[src/hdl/c3x3_pkg.sv]
// Shared types, constants and helper functions for the 3x3 convolution core.
// Used by every module of the block but c3x3_ram; depends on nothing else.
`timescale 1ns / 1ps

package c3x3_pkg;

  localparam int MAX_WIDTH = 1024;
  localparam int HEIGHT_LIMIT = 4096;
  localparam int COEF_BITS = 8;
  localparam int PIX_BITS = 8;

  localparam int COL_BITS = $clog2(MAX_WIDTH);
  localparam int WEFF_BITS = COL_BITS + 1;
  localparam int ROW_BITS = $clog2(HEIGHT_LIMIT + 2);
  localparam int PROD_BITS = COEF_BITS + PIX_BITS;
  localparam int SUM_BITS = PROD_BITS + 4;

  localparam int CFG_INDEX_BITS = 3;
  localparam int CFG_DATA_BITS = 24;
  localparam int SHIFT_BITS = 4;
  localparam int WIDTH_REG_BITS = 11;
  localparam int HEIGHT_REG_BITS = 13;

  localparam logic [CFG_DATA_BITS-1:0] COEF_TOP_RESET = CFG_DATA_BITS'(0);
  localparam logic [CFG_DATA_BITS-1:0] COEF_MID_RESET = CFG_DATA_BITS'(256);
  localparam logic [CFG_DATA_BITS-1:0] COEF_BOT_RESET = CFG_DATA_BITS'(0);
  localparam logic [WIDTH_REG_BITS-1:0] WIDTH_RESET = WIDTH_REG_BITS'(1024);
  localparam logic [HEIGHT_REG_BITS-1:0] HEIGHT_RESET = HEIGHT_REG_BITS'(4096);

  localparam logic KIND_PIXEL = 1'b0;
  localparam logic KIND_DRAIN = 1'b1;

  localparam logic [PIX_BITS-1:0] PIX_MAX = '1;

  typedef enum logic [CFG_INDEX_BITS-1:0] {
    REG_COEF_TOP,
    REG_COEF_MID,
    REG_COEF_BOT,
    REG_NORM_SHIFT,
    REG_FRAME_WIDTH,
    REG_FRAME_HEIGHT
  } cfg_reg_t;

  typedef struct packed {
    logic                kind;
    logic [PIX_BITS-1:0] pixel;
  } in_beat_t;

  typedef struct packed {
    logic [PIX_BITS-1:0] filtered;
    logic                end_of_frame;
  } out_beat_t;

  // Which neighbors of an output position lie inside the frame, and whether it is the last of the frame.
  typedef struct packed {
    logic top_ok;
    logic bot_ok;
    logic left_ok;
    logic right_ok;
    logic last;
  } pos_t;

  // One accepted beat on its way from the counters to the window.
  typedef struct packed {
    logic [COL_BITS-1:0] col;
    logic                wr;
    logic [PIX_BITS-1:0] bot;
    logic                emit;
    pos_t                pos;
  } step_t;

  typedef logic [8:0][PIX_BITS-1:0] win_t;

  function automatic logic signed [COEF_BITS-1:0] coef_at(
      input logic [CFG_DATA_BITS-1:0] row, input int k);
    logic [CFG_DATA_BITS+3*COEF_BITS-1:0] ext;
    ext = {{(3 * COEF_BITS){1'b0}}, row};
    return ext[k*COEF_BITS +: COEF_BITS];
  endfunction

endpackage

[src/hdl/c3x3_mac.sv]
// Weighting, summation, rounding and clamping of one window, ending in the
// output register. Depends on c3x3_pkg.
`timescale 1ns / 1ps

module c3x3_mac (
  input  logic                                 clk,
  input  logic                                 rst,
  input  logic [c3x3_pkg::CFG_DATA_BITS-1:0]   coef_top_row,
  input  logic [c3x3_pkg::CFG_DATA_BITS-1:0]   coef_middle_row,
  input  logic [c3x3_pkg::CFG_DATA_BITS-1:0]   coef_bottom_row,
  input  logic [c3x3_pkg::SHIFT_BITS-1:0]      norm_shift,
  input  logic                                 c_valid,
  input  c3x3_pkg::pos_t                       c_pos,
  input  c3x3_pkg::win_t                       win,
  output logic                                 c_rdy,
  output logic                                 out_valid,
  output c3x3_pkg::out_beat_t                  out_data,
  input  logic                                 out_stall
);

  localparam int PB = c3x3_pkg::PIX_BITS;
  localparam int QB = c3x3_pkg::PROD_BITS;
  localparam int SB = c3x3_pkg::SUM_BITS;

  logic signed [QB-1:0] prod [9];
  logic signed [QB-1:0] prod_next [9];
  logic signed [SB-1:0] sum, sum_next;
  logic signed [SB-1:0] row_sum [3];
  logic                 d_valid, d_last, e_valid, e_last;
  logic                 out_rdy, e_rdy, d_rdy;
  logic [SB:0]          half, rnd, shifted;
  logic [PB-1:0]        filt;

  assign out_rdy = !out_valid || !out_stall;
  assign e_rdy = !e_valid || out_rdy;
  assign d_rdy = !d_valid || e_rdy;
  assign c_rdy = d_rdy;

  always_comb begin
    logic [c3x3_pkg::CFG_DATA_BITS-1:0] rows [3];
    logic signed [QB:0] full;
    logic               use_term;
    rows[0] = coef_top_row;
    rows[1] = coef_middle_row;
    rows[2] = coef_bottom_row;
    for (int r = 0; r < 3; r++) begin
      for (int k = 0; k < 3; k++) begin
        use_term = (r != 0 || c_pos.top_ok) && (r != 2 || c_pos.bot_ok) &&
                   (k != 0 || c_pos.left_ok) && (k != 2 || c_pos.right_ok);
        full = (QB + 1)'(c3x3_pkg::coef_at(rows[r], k)) *
               (QB + 1)'($signed({1'b0, win[r*3+k]}));
        prod_next[r*3+k] = use_term ? full[QB-1:0] : '0;
      end
    end
  end

  always_comb begin
    for (int r = 0; r < 3; r++) begin
      row_sum[r] = SB'(prod[r*3]) + SB'(prod[r*3+1]) + SB'(prod[r*3+2]);
    end
    sum_next = row_sum[0] + row_sum[1] + row_sum[2];
  end

  always_comb begin
    half = (norm_shift == '0) ? '0 : ((SB + 1)'(1) << (norm_shift - 1'b1));
    rnd = {1'b0, sum} + half;
    shifted = rnd >> norm_shift;
    if (sum[SB-1] || sum == '0) begin
      filt = '0;
    end else if (shifted > (SB + 1)'(c3x3_pkg::PIX_MAX)) begin
      filt = c3x3_pkg::PIX_MAX;
    end else begin
      filt = shifted[PB-1:0];
    end
  end

  always_ff @(posedge clk) begin
    if (rst) begin
      d_valid <= 1'b0;
      e_valid <= 1'b0;
      out_valid <= 1'b0;
    end else begin
      if (d_rdy) begin
        d_valid <= c_valid;
      end
      if (e_rdy) begin
        e_valid <= d_valid;
      end
      if (out_rdy) begin
        out_valid <= e_valid;
      end
    end
  end

  always_ff @(posedge clk) begin
    if (d_rdy) begin
      prod <= prod_next;
      d_last <= c_pos.last;
    end
    if (e_rdy) begin
      sum <= sum_next;
      e_last <= d_last;
    end
    if (out_rdy) begin
      out_data.filtered <= filt;
      out_data.end_of_frame <= e_last;
    end
  end

endmodule

[config.mk]
export PLATFORM = sky130hd
export DESIGN_NAME = c3x3_mac
export DESIGN_NICKNAME = d
export VERILOG_FILES = /design/src/hdl/c3x3_pkg.sv /design/src/hdl/c3x3_mac.sv
export SDC_FILE = /design/constraint.sdc
export NUM_CORES = 2
export LEC_CHECK = 0
export BUFFER_PORTS_ARGS = -buffer_cell sky130_fd_sc_hd__buf_2
export CORE_MARGIN = 5
export CORE_UTILIZATION = 46
export DETAILED_ROUTE_END_ITERATION = 16
export PLACE_DENSITY = 0.69
export SETUP_SLACK_MARGIN = 0.05
export SYNTH_ARGS = -nofsm -noshare
export SYNTH_HDL_FRONTEND = slang
export SYNTH_SLANG_ARGS = --single-unit
[constraint.sdc]
create_clock -name clk -period 6.4 [get_ports clk]
set_clock_uncertainty 0.15 [all_clocks]
set_input_delay 0.64 -clock clk [delete_from_list [all_inputs] [get_ports clk]]
set_output_delay 0.64 -clock clk [all_outputs]
set_load 0.005 [all_outputs]
==> Word-level counts from Yosys, hierarchy flattened <==
Index checks and enable logic that the tools add are counted.
{ "word_totals": {"reg_bits": 178, "ramBits": 0, "mem_count": 0, "latchBits": 0, "inputBits": 157, "mem_bits_ro": 0, "word_cells": 55, "out_inout_bits": 11} }
{ "classes": {"reduce_logical": 14, "shifts": 2, "div": 0, "bitwise": 0, "mux": 2, "n_addsub": 10, "eq_ne": 0, "magnitude_cmp": 1, "multipliers": 9} }
{ "ops": {"columns": ["cell", "count"], "rows": [
  ["$mul A8 B9 Y16", 9],
  ["$add A17 B16 Y18", 3],
  ["$add A16 B16 Y17", 3],
  ["$add A20 B21 Y21", 1],
  ["$gt A21 B8 Y1 const B", 1],
  ["$mux W21", 1],
  ["$shl A1 B4 Y21 const A", 1],
  ["$shr A21 B4 Y21", 1],
  ["$add A19 B18 Y20", 1],
  ["$logic_not A20 Y1", 1],
  ["$add A18 B18 Y19", 1],
  ["$mux W8", 1],
  ["$logic_and A1 B1 Y1", 4],
  ["$logic_not A1 Y1", 4],
  ["$logic_not A4 Y1", 1],
  ["$logic_or A1 B1 Y1", 4],
  ["$sub A4 B1 Y4 const B", 1]
]} }

==> Depth between registers and ports, before layout <==
{ "logic_depth": {"word_depth": 7, "depth_mapped": 22, "depth_no_buf": 22} }

==> Worst setup path before layout <==
OpenSTA, ideal clock, no wires.
{ "synth_timing": {"path_type": "register to register", "startpoint": "register prod[99] in the netlist's numbering", "endpoint": "register sum[19] (data pin)", "slack_ns": 1.261, "arrival_time_ns": 4.723, "synth_period_minus_slack_ns": 5.139, "setup_ns": 0.266, "required_ns": 5.984, "n_path_buf": 0, "path_stages_with_launch": 19, "cell_sequence": "edfxtp_1 fa_1 fa_1 inv_1 fa_1 inv_1 fa_1 ha_1 a21o_1 a21oi_1 o21ai_0 a2111o_1 nand2_1 o21ai_0 or4_1 nand2_1 o211ai_1 o41ai_1 xnor2_1"} }
{ "synth_via": {"elab_chain_cells": 3} }
{ "synth_lines": {"columns": ["element", "line_no", "rtl"], "rows": [
  ["from (decl)", "c3x3_mac.sv:25", "logic signed [QB-1:0] prod [9];"],
  ["from (signal assigned)", "c3x3_mac.sv:97", "prod <= prod_next;"],
  ["$add A17 B16 Y18", "c3x3_mac.sv:59", "row_sum[r] = SB'(prod[r*3]) + SB'(prod[r*3+1]) + SB'(prod[r*3+2]);"],
  ["$add A18 B18 Y19", "c3x3_mac.sv:61", "sum_next = row_sum[0] + row_sum[1] + row_sum[2];"],
  ["$add A19 B18 Y20", "c3x3_mac.sv:61", null],
  ["net sum_next[19]", "c3x3_mac.sv:27", "logic signed [SB-1:0] sum, sum_next;"],
  ["to (signal assigned)", "c3x3_mac.sv:101", "sum <= sum_next;"],
  ["to (decl)", "c3x3_mac.sv:27", null]
]} }
The timed path passes the listed nets, and every way through them passes these cells.
A chain may end at the register's enable or synchronous reset.

==> Final worst setup path <==
Same ends and word-level chain as after synthesis.

==> qor.yml <==
dr_wl_met2_microns: 32000
path_max_fanout: 3
total_power_mw: 16.4
cap_violations: 0
seq_power_share_pct: 16.2
cp-end-kind: "register"
rows: 92
dr.pass1.iters: 5
netlist_instances: 3005
ys_seq_elements: 178
grt_setup_unrepaired: "no"
io_buffers: 167
status: "finished, final reports clean"
dr_total_vias: 20300
crit_chain: "fa_1, fa_1, inv_1, fa_1, inv_1, fa_1, ha_1, a21o_1, a21oi_1, o21ai_0, a2111o_1, nand2_1, o21ai_0, or4_1, nand2_1, o211ai_1, o41ai_1, xnor2_1"
grt_max_degree: 87
die_width_microns: 263
synth_cell_types: 66
synth_flop_cell: "edfxtp_1"
track_usage_pct: 18.5
dpl.hpwl_microns: 53600
drive_gt1_share_pct: 6.83
p_sw_share_pct: 47.3
power.internal_mw: 8.64
drc_errors: 0
die_h_microns: 263
vias_per_cell: 5.04
register_area_sq_um: 5320
areaGrowthSynthToFinish_pct: 8.08
clk_pin_slew_worst_paths_ns: 0.07
fill_cells: 5938
p_clk_share_pct: 6.4
ctsHtreeMaxLevel: 4
cts_tree: "yes"
combPwrFrac_pct: 77.4
root_buffer: "clkbuf_16"
cp_common_cell: "fa_1"
worst_setup_path_start_kind: "register"
grt_pass1_vias: 21000
seq_area_frac_synth_pct: 18.0
whs_ns: 0.223
slew_headroom_pct: 25.3
clock_latency_ns: 0.45
cts_resized: 0
setup_viol: 0
async_reset_ff_share_pct: 0
die-area_sq_um: 69300
worstSetupPathType: "reg -> reg"
synthesis.nets: 4007
fmax_ghz: 0.184
nets: 4168
grt_pass1_wl_microns: 106000
ios: 168
fin_crit_sh_pct: 85.0
worstPathArrival_ns: 5.48
met1Wirelength_microns: 26700
synth_area_sq_um: 29500
detail-route-antenna-nets: 0
met3WireLength_microns: 2750
fin_crit_ns: 5.44
worstPathBufferInverterCount: 2
multiInputGateArea_sq_um: 21900
fin_tns_setup_ns: 0
coreArea_sq_um: 63300
place.gp.congestion: 0.889
drt_wl_total_microns: 62700
antenna_found_initial: 1
clkSinkCount: 178
hold_viol: 0
top_layer_used: "met5"
synth_edf_count: 175
start_util_pct: 46.6
cellPowerDensity_nw_per_um2: 513
post-cts-setup-buffers: 0
n_antenna_cell: 0
slew_viol_final: 0
hold_buffers: 0
netSwitchingPower_mw: 7.74
cp.required_ns: 6.44
slowest_delay_ns: 0.53
grt_overflow: 0
first_iter_violations: 967
worstMarginPinSlew_ns: 1.12
cts_made_buffers: 17
cpMaxStageDelayCell: "fa_1"
p_leak_nw: 16.1
avgSynthCellArea_sq_um: 9.82
cp_top_family: "adder cells"
hold_class: "in -> reg"
routedWlPerCell_microns: 15.6
irDropWorstVdd_uv: 1090
yosysWarningCount: 0
clockBufferDepth: 2
## sequential cells by signal (all words and copies together), names as in the netlist
| signal | cells |
|---|---|
| d_last | 1 |
| d_valid | 1 |
| e_last | 1 |
| e_valid | 1 |
| out_data | 9 |
| out_valid | 1 |
| prod | 144 |
| sum | 20 |
## worst paths after layout
path / from / to / slack (ns) / depth (start not counted)
worst min-delay path: rst / out_valid / 0.22 / 2
worst min register to register: d_last / e_last / 0.27 / 0
worst max-delay path: prod[99] / sum[19] / 0.96 / 18
worst max register to register: prod[99] / sum[19] / 0.96 / 18
## logic make-up after synthesis
| kind of cell | after synthesis | synth area share, % |
|---|---|---|
| multiplexers | 16 | 0.682 |
| other | 1 | 0.0127 |
| buffers and inverters | 622 | 7.95 |
| flip-flops | 178 | 18.0 |
| AND/OR/NAND/NOR | 955 | 16.7 |
| AO/OA/AOI/OAI | 264 | 5.76 |
| adder cells (fa/ha/maj) | 846 | 47.3 |
| XOR/XNOR | 123 | 3.65 |
## layout by cell type (no fill, tap or decap), types with 34 or more instances in the layout
cell type,n
o21ai_0,71
a21oi_1,71
nand2b_1,68
inv_1,593
nand2_1,269
nor3_1,34
and2_1,332
fa_1,449
xor2_1,39
buf_2,167
xnor2_1,84
ha_1,396
nor2_1,146
edfxtp_1,175
## power by group through the flow
| stage | sequential (mW) | clock, mW | combinational (mW) |
|---|---|---|---|
| 2_1_floorplan | 2.53 | 0 | 9.86 |
| 6_report | 2.65 | 1.05 | 12.7 |
| 3_5_place_dp | 2.68 | 0 | 12.7 |
| 4_1_cts | 2.66 | 1.07 | 12.8 |
| 3_3_place_gp | 2.68 | 0 | 12.5 |
| 5_1_grt | 2.69 | 1.12 | 14.7 |
## through the flow
step | area [sq um] | instances | util, % | setup WS (ns)
2_1_floorplan | 29500 | 3005 | - | 1.26
3_3_place_gp | 31300 | 3993 | 49.5 | 0.960
3_5_place_dp | 31300 | 3993 | 49.5 | 0.843
4_1_cts | 31900 | 4022 | 50.4 | 0.949
5_1_grt | 31900 | 4022 | 50.4 | 0.525
6_report | 31900 | 4022 | 50.4 | 0.963
## synthesized netlist by cell type (2+ instances only)
cell / count / area share [%]
a211o_1: 2 / 0.059
a211oi_1: 9 / 0.23
a21boi_0: 15 / 0.38
a21o_1: 33 / 0.84
a21oi_1: 71 / 1.2
a21oi_2: 2 / 0.059
a221oi_1: 8 / 0.24
a31oi_1: 3 / 0.064
and2_1: 332 / 7.0
and3_1: 24 / 0.51
and3b_1: 2 / 0.059
buf_1: 2 / 0.025
clkbuf_1: 24 / 0.31
dfxtp_1: 3 / 0.20
edfxtp_1: 175 / 18
fa_1: 449 / 30
ha_1: 396 / 17
inv_1: 593 / 7.5
mux2i_1: 13 / 0.44
mux4_2: 2 / 0.15
nand2_1: 270 / 3.4
nand2b_1: 68 / 1.4
nand3_1: 7 / 0.12
nand4_1: 2 / 0.042
nor2_1: 146 / 1.9
nor2b_1: 33 / 0.70
nor3_1: 34 / 0.58
nor3b_1: 16 / 0.41
nor4_1: 6 / 0.13
nor4b_1: 2 / 0.059
o211ai_1: 3 / 0.076
o21a_1: 12 / 0.31
o21ai_0: 71 / 1.2
o21ai_1: 2 / 0.034
o21bai_1: 2 / 0.051
o221ai_1: 2 / 0.059
o22ai_1: 4 / 0.085
o41ai_1: 11 / 0.33
or2_2: 4 / 0.085
or3_1: 4 / 0.085
or4_1: 2 / 0.051
xnor2_1: 84 / 2.5
xor2_1: 39 / 1.2
## layer usage
| layer | up-vias | global-route usage (%) |
|---|---|---|
| met5 | - | 0 |
| met4 | 2 | 4.06 |
| met3 | 63 | 2.47 |
| met2 | 406 | 33.0 |
| met1 | 9979 | 24.3 |
| li1 | 9821 | - |
## area by class of cell
class	count	area share, %
Multi-Input combinational cell	2205	68.6
Tap cell	846	3.32
Clock buffer	19	1.36
Clock inverter	10	0.431
Inverter	594	6.99
Timing Repair Buffer	170	2.69
Sequential cell	178	16.7
(Power assumes the default switching activity.)
