<file path="src/hdl/c3x3_pkg.sv">
// Shared types, constants and helper functions for the 3x3 convolution core.
// Used by every module of the block but c3x3_ram; depends on nothing else.
`timescale 1ns / 1ps

package c3x3_pkg;

  localparam int MAX_WIDTH = 1024;
  localparam int HEIGHT_LIMIT = 4096;
  localparam int COEF_BITS = 8;
  localparam int PIX_BITS = 8;

  localparam int COL_BITS = $clog2(MAX_WIDTH);
  localparam int WEFF_BITS = COL_BITS + 1;
  localparam int ROW_BITS = $clog2(HEIGHT_LIMIT + 2);
  localparam int PROD_BITS = COEF_BITS + PIX_BITS;
  localparam int SUM_BITS = PROD_BITS + 4;

  localparam int CFG_INDEX_BITS = 3;
  localparam int CFG_DATA_BITS = 24;
  localparam int SHIFT_BITS = 4;
  localparam int WIDTH_REG_BITS = 11;
  localparam int HEIGHT_REG_BITS = 13;

  localparam logic [CFG_DATA_BITS-1:0] COEF_TOP_RESET = CFG_DATA_BITS'(0);
  localparam logic [CFG_DATA_BITS-1:0] COEF_MID_RESET = CFG_DATA_BITS'(256);
  localparam logic [CFG_DATA_BITS-1:0] COEF_BOT_RESET = CFG_DATA_BITS'(0);
  localparam logic [WIDTH_REG_BITS-1:0] WIDTH_RESET = WIDTH_REG_BITS'(1024);
  localparam logic [HEIGHT_REG_BITS-1:0] HEIGHT_RESET = HEIGHT_REG_BITS'(4096);

  localparam logic KIND_PIXEL = 1'b0;
  localparam logic KIND_DRAIN = 1'b1;

  localparam logic [PIX_BITS-1:0] PIX_MAX = '1;

  typedef enum logic [CFG_INDEX_BITS-1:0] {
    REG_COEF_TOP,
    REG_COEF_MID,
    REG_COEF_BOT,
    REG_NORM_SHIFT,
    REG_FRAME_WIDTH,
    REG_FRAME_HEIGHT
  } cfg_reg_t;

  typedef struct packed {
    logic                kind;
    logic [PIX_BITS-1:0] pixel;
  } in_beat_t;

  typedef struct packed {
    logic [PIX_BITS-1:0] filtered;
    logic                end_of_frame;
  } out_beat_t;

  // Which neighbors of an output position lie inside the frame, and whether it is the last of the frame.
  typedef struct packed {
    logic top_ok;
    logic bot_ok;
    logic left_ok;
    logic right_ok;
    logic last;
  } pos_t;

  // One accepted beat on its way from the counters to the window.
  typedef struct packed {
    logic [COL_BITS-1:0] col;
    logic                wr;
    logic [PIX_BITS-1:0] bot;
    logic                emit;
    pos_t                pos;
  } step_t;

  typedef logic [8:0][PIX_BITS-1:0] win_t;

  function automatic logic signed [COEF_BITS-1:0] coef_at(
      input logic [CFG_DATA_BITS-1:0] row, input int k);
    logic [CFG_DATA_BITS+3*COEF_BITS-1:0] ext;
    ext = {{(3 * COEF_BITS){1'b0}}, row};
    return ext[k*COEF_BITS +: COEF_BITS];
  endfunction

endpackage

</file>
<file path="src/hdl/c3x3_front.sv">
// Input side: frame position counters, drain handling and the first stage register.
// Depends on c3x3_pkg.
`timescale 1ns / 1ps

module c3x3_front (
  input  logic                                   clk,
  input  logic                                   rst,
  input  logic                                   in_valid,
  input  c3x3_pkg::in_beat_t                     in_data,
  output logic                                   in_stall,
  input  logic [c3x3_pkg::WIDTH_REG_BITS-1:0]    frame_width,
  input  logic [c3x3_pkg::HEIGHT_REG_BITS-1:0]   frame_height,
  input  logic                                   b_go,
  output logic                                   b_valid,
  output c3x3_pkg::step_t                        b_job,
  output logic                                   accept,
  output logic [c3x3_pkg::COL_BITS-1:0]          rd_col
);

  localparam int CB = c3x3_pkg::COL_BITS;
  localparam int WB = c3x3_pkg::WEFF_BITS;
  localparam int RB = c3x3_pkg::ROW_BITS;

  logic [CB-1:0] in_column, out_column;
  logic [RB-1:0] in_row, out_row;

  logic [WB-1:0] weff;
  logic [RB-1:0] heff;
  logic [CB-1:0] col_now, ocol_now;
  logic [WB-1:0] col_inc, ocol_inc;
  logic          wrap, owrap, taking, ignored, emit, b_rdy;
  logic [RB:0]   orow_inc;
  c3x3_pkg::pos_t pos;

  always_comb begin
    if (frame_width == '0) begin
      weff = WB'(1);
    end else if (int'(frame_width) > c3x3_pkg::MAX_WIDTH) begin
      weff = WB'(c3x3_pkg::MAX_WIDTH);
    end else begin
      weff = WB'(frame_width);
    end
    if (frame_height == '0) begin
      heff = RB'(1);
    end else if (int'(frame_height) > c3x3_pkg::HEIGHT_LIMIT) begin
      heff = RB'(c3x3_pkg::HEIGHT_LIMIT);
    end else begin
      heff = RB'(frame_height);
    end

    col_now = ({1'b0, in_column} >= weff) ? '0 : in_column;
    ocol_now = ({1'b0, out_column} >= weff) ? '0 : out_column;
    col_inc = {1'b0, col_now} + WB'(1);
    ocol_inc = {1'b0, ocol_now} + WB'(1);
    wrap = col_inc >= weff;
    owrap = ocol_inc >= weff;
    orow_inc = {1'b0, out_row} + (RB + 1)'(1);

    taking = in_row < heff;
    ignored = taking && (in_data.kind == c3x3_pkg::KIND_DRAIN);
    emit = (in_row >= RB'(2)) || ((in_row == RB'(1)) && (col_now != '0));

    pos.top_ok = out_row != '0;
    pos.bot_ok = orow_inc < {1'b0, heff};
    pos.left_ok = ocol_now != '0;
    pos.right_ok = ocol_inc < weff;
    pos.last = !pos.bot_ok && !pos.right_ok;
  end

  assign b_rdy = !b_valid || b_go;
  assign in_stall = !b_rdy;
  assign accept = in_valid && b_rdy;
  assign rd_col = col_now;

  always_ff @(posedge clk) begin
    if (rst) begin
      in_column <= '0;
      in_row <= '0;
      out_column <= '0;
      out_row <= '0;
      b_valid <= 1'b0;
    end else begin
      if (b_rdy) begin
        b_valid <= accept && !ignored;
      end
      if (accept) begin
        if (ignored) begin
          in_column <= col_now;
          out_column <= ocol_now;
        end else if (emit && pos.last) begin
          in_column <= '0;
          in_row <= '0;
          out_column <= '0;
          out_row <= '0;
        end else begin
          in_column <= wrap ? '0 : col_inc[CB-1:0];
          if (wrap) begin
            in_row <= in_row + RB'(1);
          end
          if (emit) begin
            out_column <= owrap ? '0 : ocol_inc[CB-1:0];
            if (owrap) begin
              out_row <= orow_inc[RB-1:0];
            end
          end else begin
            out_column <= ocol_now;
          end
        end
      end
    end
  end

  always_ff @(posedge clk) begin
    if (accept && b_rdy) begin
      b_job.col <= col_now;
      b_job.wr <= taking;
      b_job.bot <= taking ? in_data.pixel : '0;
      b_job.emit <= emit;
      b_job.pos <= pos;
    end
  end

endmodule

</file>
<file path="config.mk">
export PLATFORM = sky130hd
export DESIGN_NAME = c3x3_front
export DESIGN_NICKNAME = d
export VERILOG_FILES = /design/src/hdl/c3x3_pkg.sv /design/src/hdl/c3x3_front.sv
export SDC_FILE = /design/constraint.sdc
export NUM_CORES = 1
export LEC_CHECK = 0
export CAP_MARGIN = 20
export CORE_ASPECT_RATIO = 0.6
export CORE_UTILIZATION = 35
export CTS_CLUSTER_SIZE = 28
export DETAILED_ROUTE_END_ITERATION = 10
export DONT_BUFFER_PORTS = 1
export PLACE_DENSITY = 0.57
export SETUP_SLACK_MARGIN = 0.1
export SLEW_MARGIN = 30
export SYNTH_ARGS = -nofsm -noshare
export SYNTH_HDL_FRONTEND = slang
export SYNTH_SLANG_ARGS = --single-unit
</file>
<file path="constraint.sdc">
create_clock -name clk -period 6.21 [get_ports clk]
set_input_delay 1.242 -clock clk [delete_from_list [all_inputs] [get_ports clk]]
set_output_delay 1.242 -clock clk [all_outputs]
set_load 0.02 [all_outputs]
</file>
# Yosys cells after proc, flatten, opt, wreduce, memory -nomap -nowiden
# Cells that the tools add are included.
# word_totals
register_bits	72
wordCells	72
# op_classes
n_bitwise	1
addsub	4
n_eq_ne	1
n_lt_le_gt_ge	10
n_mux	18
n_reduce_logical	24
# op_table
cell	count
13-bit 2-to-1 mux	7
10-bit 2-to-1 mux	9
10-bit by 1-bit adder with 11-bit output (second input constant)	2
10-bit by 11-bit greater-or-equal comparator with 1-bit output	2
11-bit greater-or-equal comparator	2
11-bit 2-to-1 mux	2
10-bit nonzero test	2
13-bit by 1-bit adder with 14-bit output (second input constant)	1
14-bit by 13-bit less-than comparator with 1-bit output	1
13-bit by 1-bit adder with 13-bit output (second input constant)	1
13-bit by 1-bit equality test with 1-bit output (second input constant)	1
13-bit by 2-bit greater-or-equal comparator with 1-bit output (second input constant)	1
13-bit greater-than comparator (second input constant)	1
13-bit zero test	1
13-bit less-than comparator	1
13-bit nonzero test	1
11-bit greater-than comparator (second input constant)	1
11-bit zero test	1
11-bit less-than comparator	1
1-bit logical AND	7
2-bit nonzero test	3
1-bit zero test	5
4-bit AND reduction	1
3-bit AND reduction	1
other kinds (2)	3

# Depth between registers and ports, before layout
# logic_depth
word_depth	12
ltp_mapped	30
ltp_nobuf	27

# Worst setup path after synthesis
# OpenSTA, ideal clock, no wires.
# synth_path
kind	input to register
from	in frame_width[6] (netlist bit)
to	reg out_row[10]
cell_stages	29
setup_slack_ps	190
n_path_buf	2
setup_time_ps	71
arrival_time_ps	5949
path_cell_list	nor4_1 -> a31oi_1 -> nor2_1 -> ha_1 -> nand2b_1 -> a21o_1 -> a211oi_1 -> a2bb2oi_1 -> a221oi_1 -> clkbuf_1 -> nand2b_1 -> inv_1 -> ha_1 -> and3_1 -> and3_1 -> nand3_1 -> xor2_1 -> nor2_1 -> ha_1 -> nand2_1 -> nor2_1 -> o221ai_1 -> nand2b_1 -> inv_1 -> nand2_1 -> nand3_4 -> buf_6 -> or3b_2 -> a21oi_2
# synth_rtl
element	line_no	rtl
start, declared	c3x3_front.sv:11	input logic [c3x3_pkg::WIDTH_REG_BITS-1:0] frame_width,
end signal, assigned	c3x3_front.sv:103	out_row <= orow_inc[RB-1:0];
end, declared	c3x3_front.sv:25	logic [RB-1:0] in_row, out_row;

# Final worst setup path
# layout_path
from	in frame_width[6] (netlist bit)
to	reg in_row[6]
# layout_via
elab_chain_cells	12
word_cells_on_any_way	21
cone_classes	add/sub (2); order compare (5); mux (5); reduce/logical (9)
# layout_rtl
element	line_no	rtl
11-bit greater-than comparator	c3x3_front.sv:38	end else if (int'(frame_width) > c3x3_pkg::MAX_WIDTH) begin
11-bit 2-to-1 mux	c3x3_front.sv:38	
11-bit 2-to-1 mux *	c3x3_front.sv:36	if (frame_width == '0) begin
10-bit by 11-bit greater-or-equal comparator with 1-bit output	c3x3_front.sv:52	ocol_now = ({1'b0, out_column} >= weff) ? '0 : out_column;
10-bit 2-to-1 mux	c3x3_front.sv:52	
10-bit by 1-bit adder with 11-bit output	c3x3_front.sv:54	ocol_inc = {1'b0, ocol_now} + WB'(1);
11-bit less-than comparator	c3x3_front.sv:66	pos.right_ok = ocol_inc < weff;
1-bit zero test	c3x3_front.sv:67	pos.last = !pos.bot_ok && !pos.right_ok;
1-bit logical AND	c3x3_front.sv:67	
1-bit logical AND	c3x3_front.sv:90	end else if (emit && pos.last) begin
2-bit nonzero test (no source line)	n/a	
3-bit AND reduction (no source line)	n/a	
end signal, assigned	c3x3_front.sv:98	in_row <= in_row + RB'(1);
end, declared	c3x3_front.sv:25	
# Every way passes the cells marked *; elsewhere a longest branch is shown, timed or not.
# A chain may end at the register's enable or synchronous reset.

==> impl_results.md <==
- Post-synthesis net count: 744
- Worst Skew: 0.0113 ns
- Final nets: 751
- Most frequent cells in the layout: ha_1 (75), nand2_1 (64), nor2_1 (50)
- Final worst-path cycle share: 92.0%
- Post-synthesis cell type count: 65
- Min Clock Period, post-route: 5.71 ns
- Grt total ovfl: 0
- Vias in the first global route: 4,358
- TritonCTS clock tree: done
- GRT Resource Usage Total: 18.6%
- Gr busiest metal: met1
- Worst path slowest cell: or4_1
- Pin count of the biggest net entering global routing: 43
- Final Hold Viols: 0
- Outcome: finished, final reports clean
- Final Max Slew Viols: 0
- Dpl hpwl: 11,600 um
- GPL Wtd Cong: 0.900
- DP Worst Slack: -0.0209 ns
- Post-Route WL: 15,400 um
- WP buf/inv: 2
- Root Buffer: clkbuf_16
- Synth top area cells: dfxtp_1 (17%), ha_1 (17%), edfxtp_1 (14%)
- Count of mapped cells out of synthesis: 632
- DRC Markers: 0
- VDD IR max: 0.150 mV
- Initial antenna violation count: 0
- Register area share after synthesis: 30.4%
- Row cnt: 35
- Yosys top cell by area: dfxtp_1
- Slew margin rel.: 44.9%
- Fin worst setup slack: 0.498 ns
- DR iter-0 viols: 415
- Signal arrival time at the worst endpoint: 5.97 ns
- Global routing usage on met3: 3.92%
- Detail Route Antenna Nets: 0
- Via count: 4,819
- Commonest non-fill, non-tap cell in the layout: ha_1
- Antenna Cells: 0
- Avg Inst Size Synth: 8.80 um^2
- Pre-antenna DRT Iters: 5
- Worst Max-Slew Pin Slew: 0.826 ns
- Die H: 99.6 um
- Avg Vias per Cell: 5.69
- Die ar.: 0.0164 mm^2
- Port Buffers: 0
- CP required: 6.47 ns
- Top FF cell, synth: dfxtp_1
- Final cell count without fillers: 847
- Core ar.: 0.0154 mm^2
- Number of enable flip-flop cells after synthesis: 25
- Delay-heaviest family, CP: simple AND/OR/NAND/NOR gates
- Dpl cells: 829
- # IOs: 75
- First-pass GRT wire length: 23,600 um
- Max cap viols: 0
- Final core utilization: 40.0%
- CTS buffer count: 9
- Share of cells above drive strength 1: 13.0%
- Max Clk Rate: 175 MHz
- Min Hold Slack: 0.485 ns
- Crit-path max FO: 14
- Met2 usage: 26.9%
- Asr flop ratio synth: 0%
- Final setup viols: 0
- Synth top area share: 16.9%
- Htree depth: 3
- RSZ-0062 raised after global routing: false
- WL/cell: 18.2 um
- Mapped Area: 0.00556 mm^2
- Layout area overhead: 10.8%
- Crit. End Element: flip-flop
- Setup CP Type: input port to flip-flop
- Die Width: 165 um
- CTS Sinks: 72
- Yosys reg bits: 72
- Worst-path clk slew: 0.06 ns
- Worst-Skew Late Latency: 0.34 ns
- CP peak stage delay: 0.51 ns
- Bufs on Longest Clock Path: 2
- Met1 GRT Util: 28.0%
- Hold crit path type: flip-flop to flip-flop
- Setup TNS Final: 0 ns
- Synth warn: 0
- Startpoint types: input port
- Lkg Pwr: 2.42 nW
- Pwr dens: 193 mW/mm^2
- Initial Util: 36.1%
[through the flow]
step | cell area, um^2 | total power, W
2_1_floorplan | 5560 | 0.000624
3_3_place_gp | 5810 | 0.000653
3_5_place_dp | 5810 | 0.000657
4_1_cts | 6120 | 0.00120
5_1_grt | 6160 | 0.00124
6_report | 6160 | 0.00119
[final timing paths]
path,startpoint,to,slack (ns),cells past startpoint
min,out_row[1],out_row[1],0.48,2
min reg2reg,out_row[1],out_row[1],0.48,2
max,frame_width[6],in_row[6],0.50,27
max reg2reg,out_column[0],in_row[6],1.30,25
[report_power, final]
group | leakage (nW) | internal, W | switching [W]
logic | 1.65 | 0.0000469 | 0.0000824
registers | 0.622 | 0.000502 | 0.0000198
clock network | 0.148 | 0.000316 | 0.000221
total | 2.42 | 0.000865 | 0.000323
[worst reg2reg max path: cells and delay by family, from the launching register on]
kind                     cells  cell delay, ns
AND/OR/NAND/NOR             12            2.02
buffers and inverters        3            0.43
adder cells (fa/ha/maj)      3            0.75
AO/OA/AOI/OAI                6            1.00
flip-flops                   1            0.43
XOR/XNOR                     1            0.19
[area by class of cell]
class / instances / area (um^2)
clock buffers: 9 / 225
clock inverters: 7 / 80.1
fillers: 1515 / 9250
inverters: 24 / 91.3
multi-input cells: 513 / 3680
flip-flops and latches: 72 / 1690
well taps: 203 / 254
repair buffers: 19 / 143
[logic make-up (layout without fill, tap and decap cells)]
logic type / count (synthesis) / count (layout) / synth area share (%)
adders and majority gates: 75 / 75 / 16.9
AOI/OAI and AO/OA: 137 / 137 / 17.4
and+or+nand+nor: 269 / 270 / 26.2
muxes: 2 / 2 / 0.383
xor gates and xnor gates: 29 / 29 / 4.57
buffers and inverters: 48 / 59 / 4.14
DFF: 72 / 72 / 30.4
[flip-flops by register name (all words and copies together) (netlist names)]
register / cells
in_column: 10
b_valid: 1
out_row: 13
b_job: 25
in_row: 13
out_column: 10
[what timing repair did]
| action | CTS | global route |
|---|---|---|
| resized for setup | 0 | 5 |
| setup buffers | 0 | 1 |
| endpoints found under the hold margin | 0 | 0 |
| hold buffers | 0 | 0 |
| setup endpoints to repair | 0 | 29 |
[synth_stat cells (11+ instances only)]
| library cell | number |
|---|---|
| nor3_1 | 12 |
| ha_1 | 75 |
| nand2_1 | 65 |
| o21ai_0 | 18 |
| inv_1 | 24 |
| or3b_2 | 11 |
| nand4_1 | 15 |
| nand3_1 | 23 |
| nor2_1 | 50 |
| a21oi_1 | 35 |
| and2_1 | 14 |
| nand2b_1 | 12 |
| xnor2_1 | 21 |
| dfxtp_1 | 47 |
| or4_1 | 13 |
| edfxtp_1 | 25 |
| clkbuf_1 | 16 |
[per-layer routing]
metal,up-vias,part of all wire (%)
met5,-,0
met4,0,0.96
met3,14,6.7
met2,142,42
met1,2318,50
li1,2345,-
No activity file was read; power rests on OpenSTA's default activity.
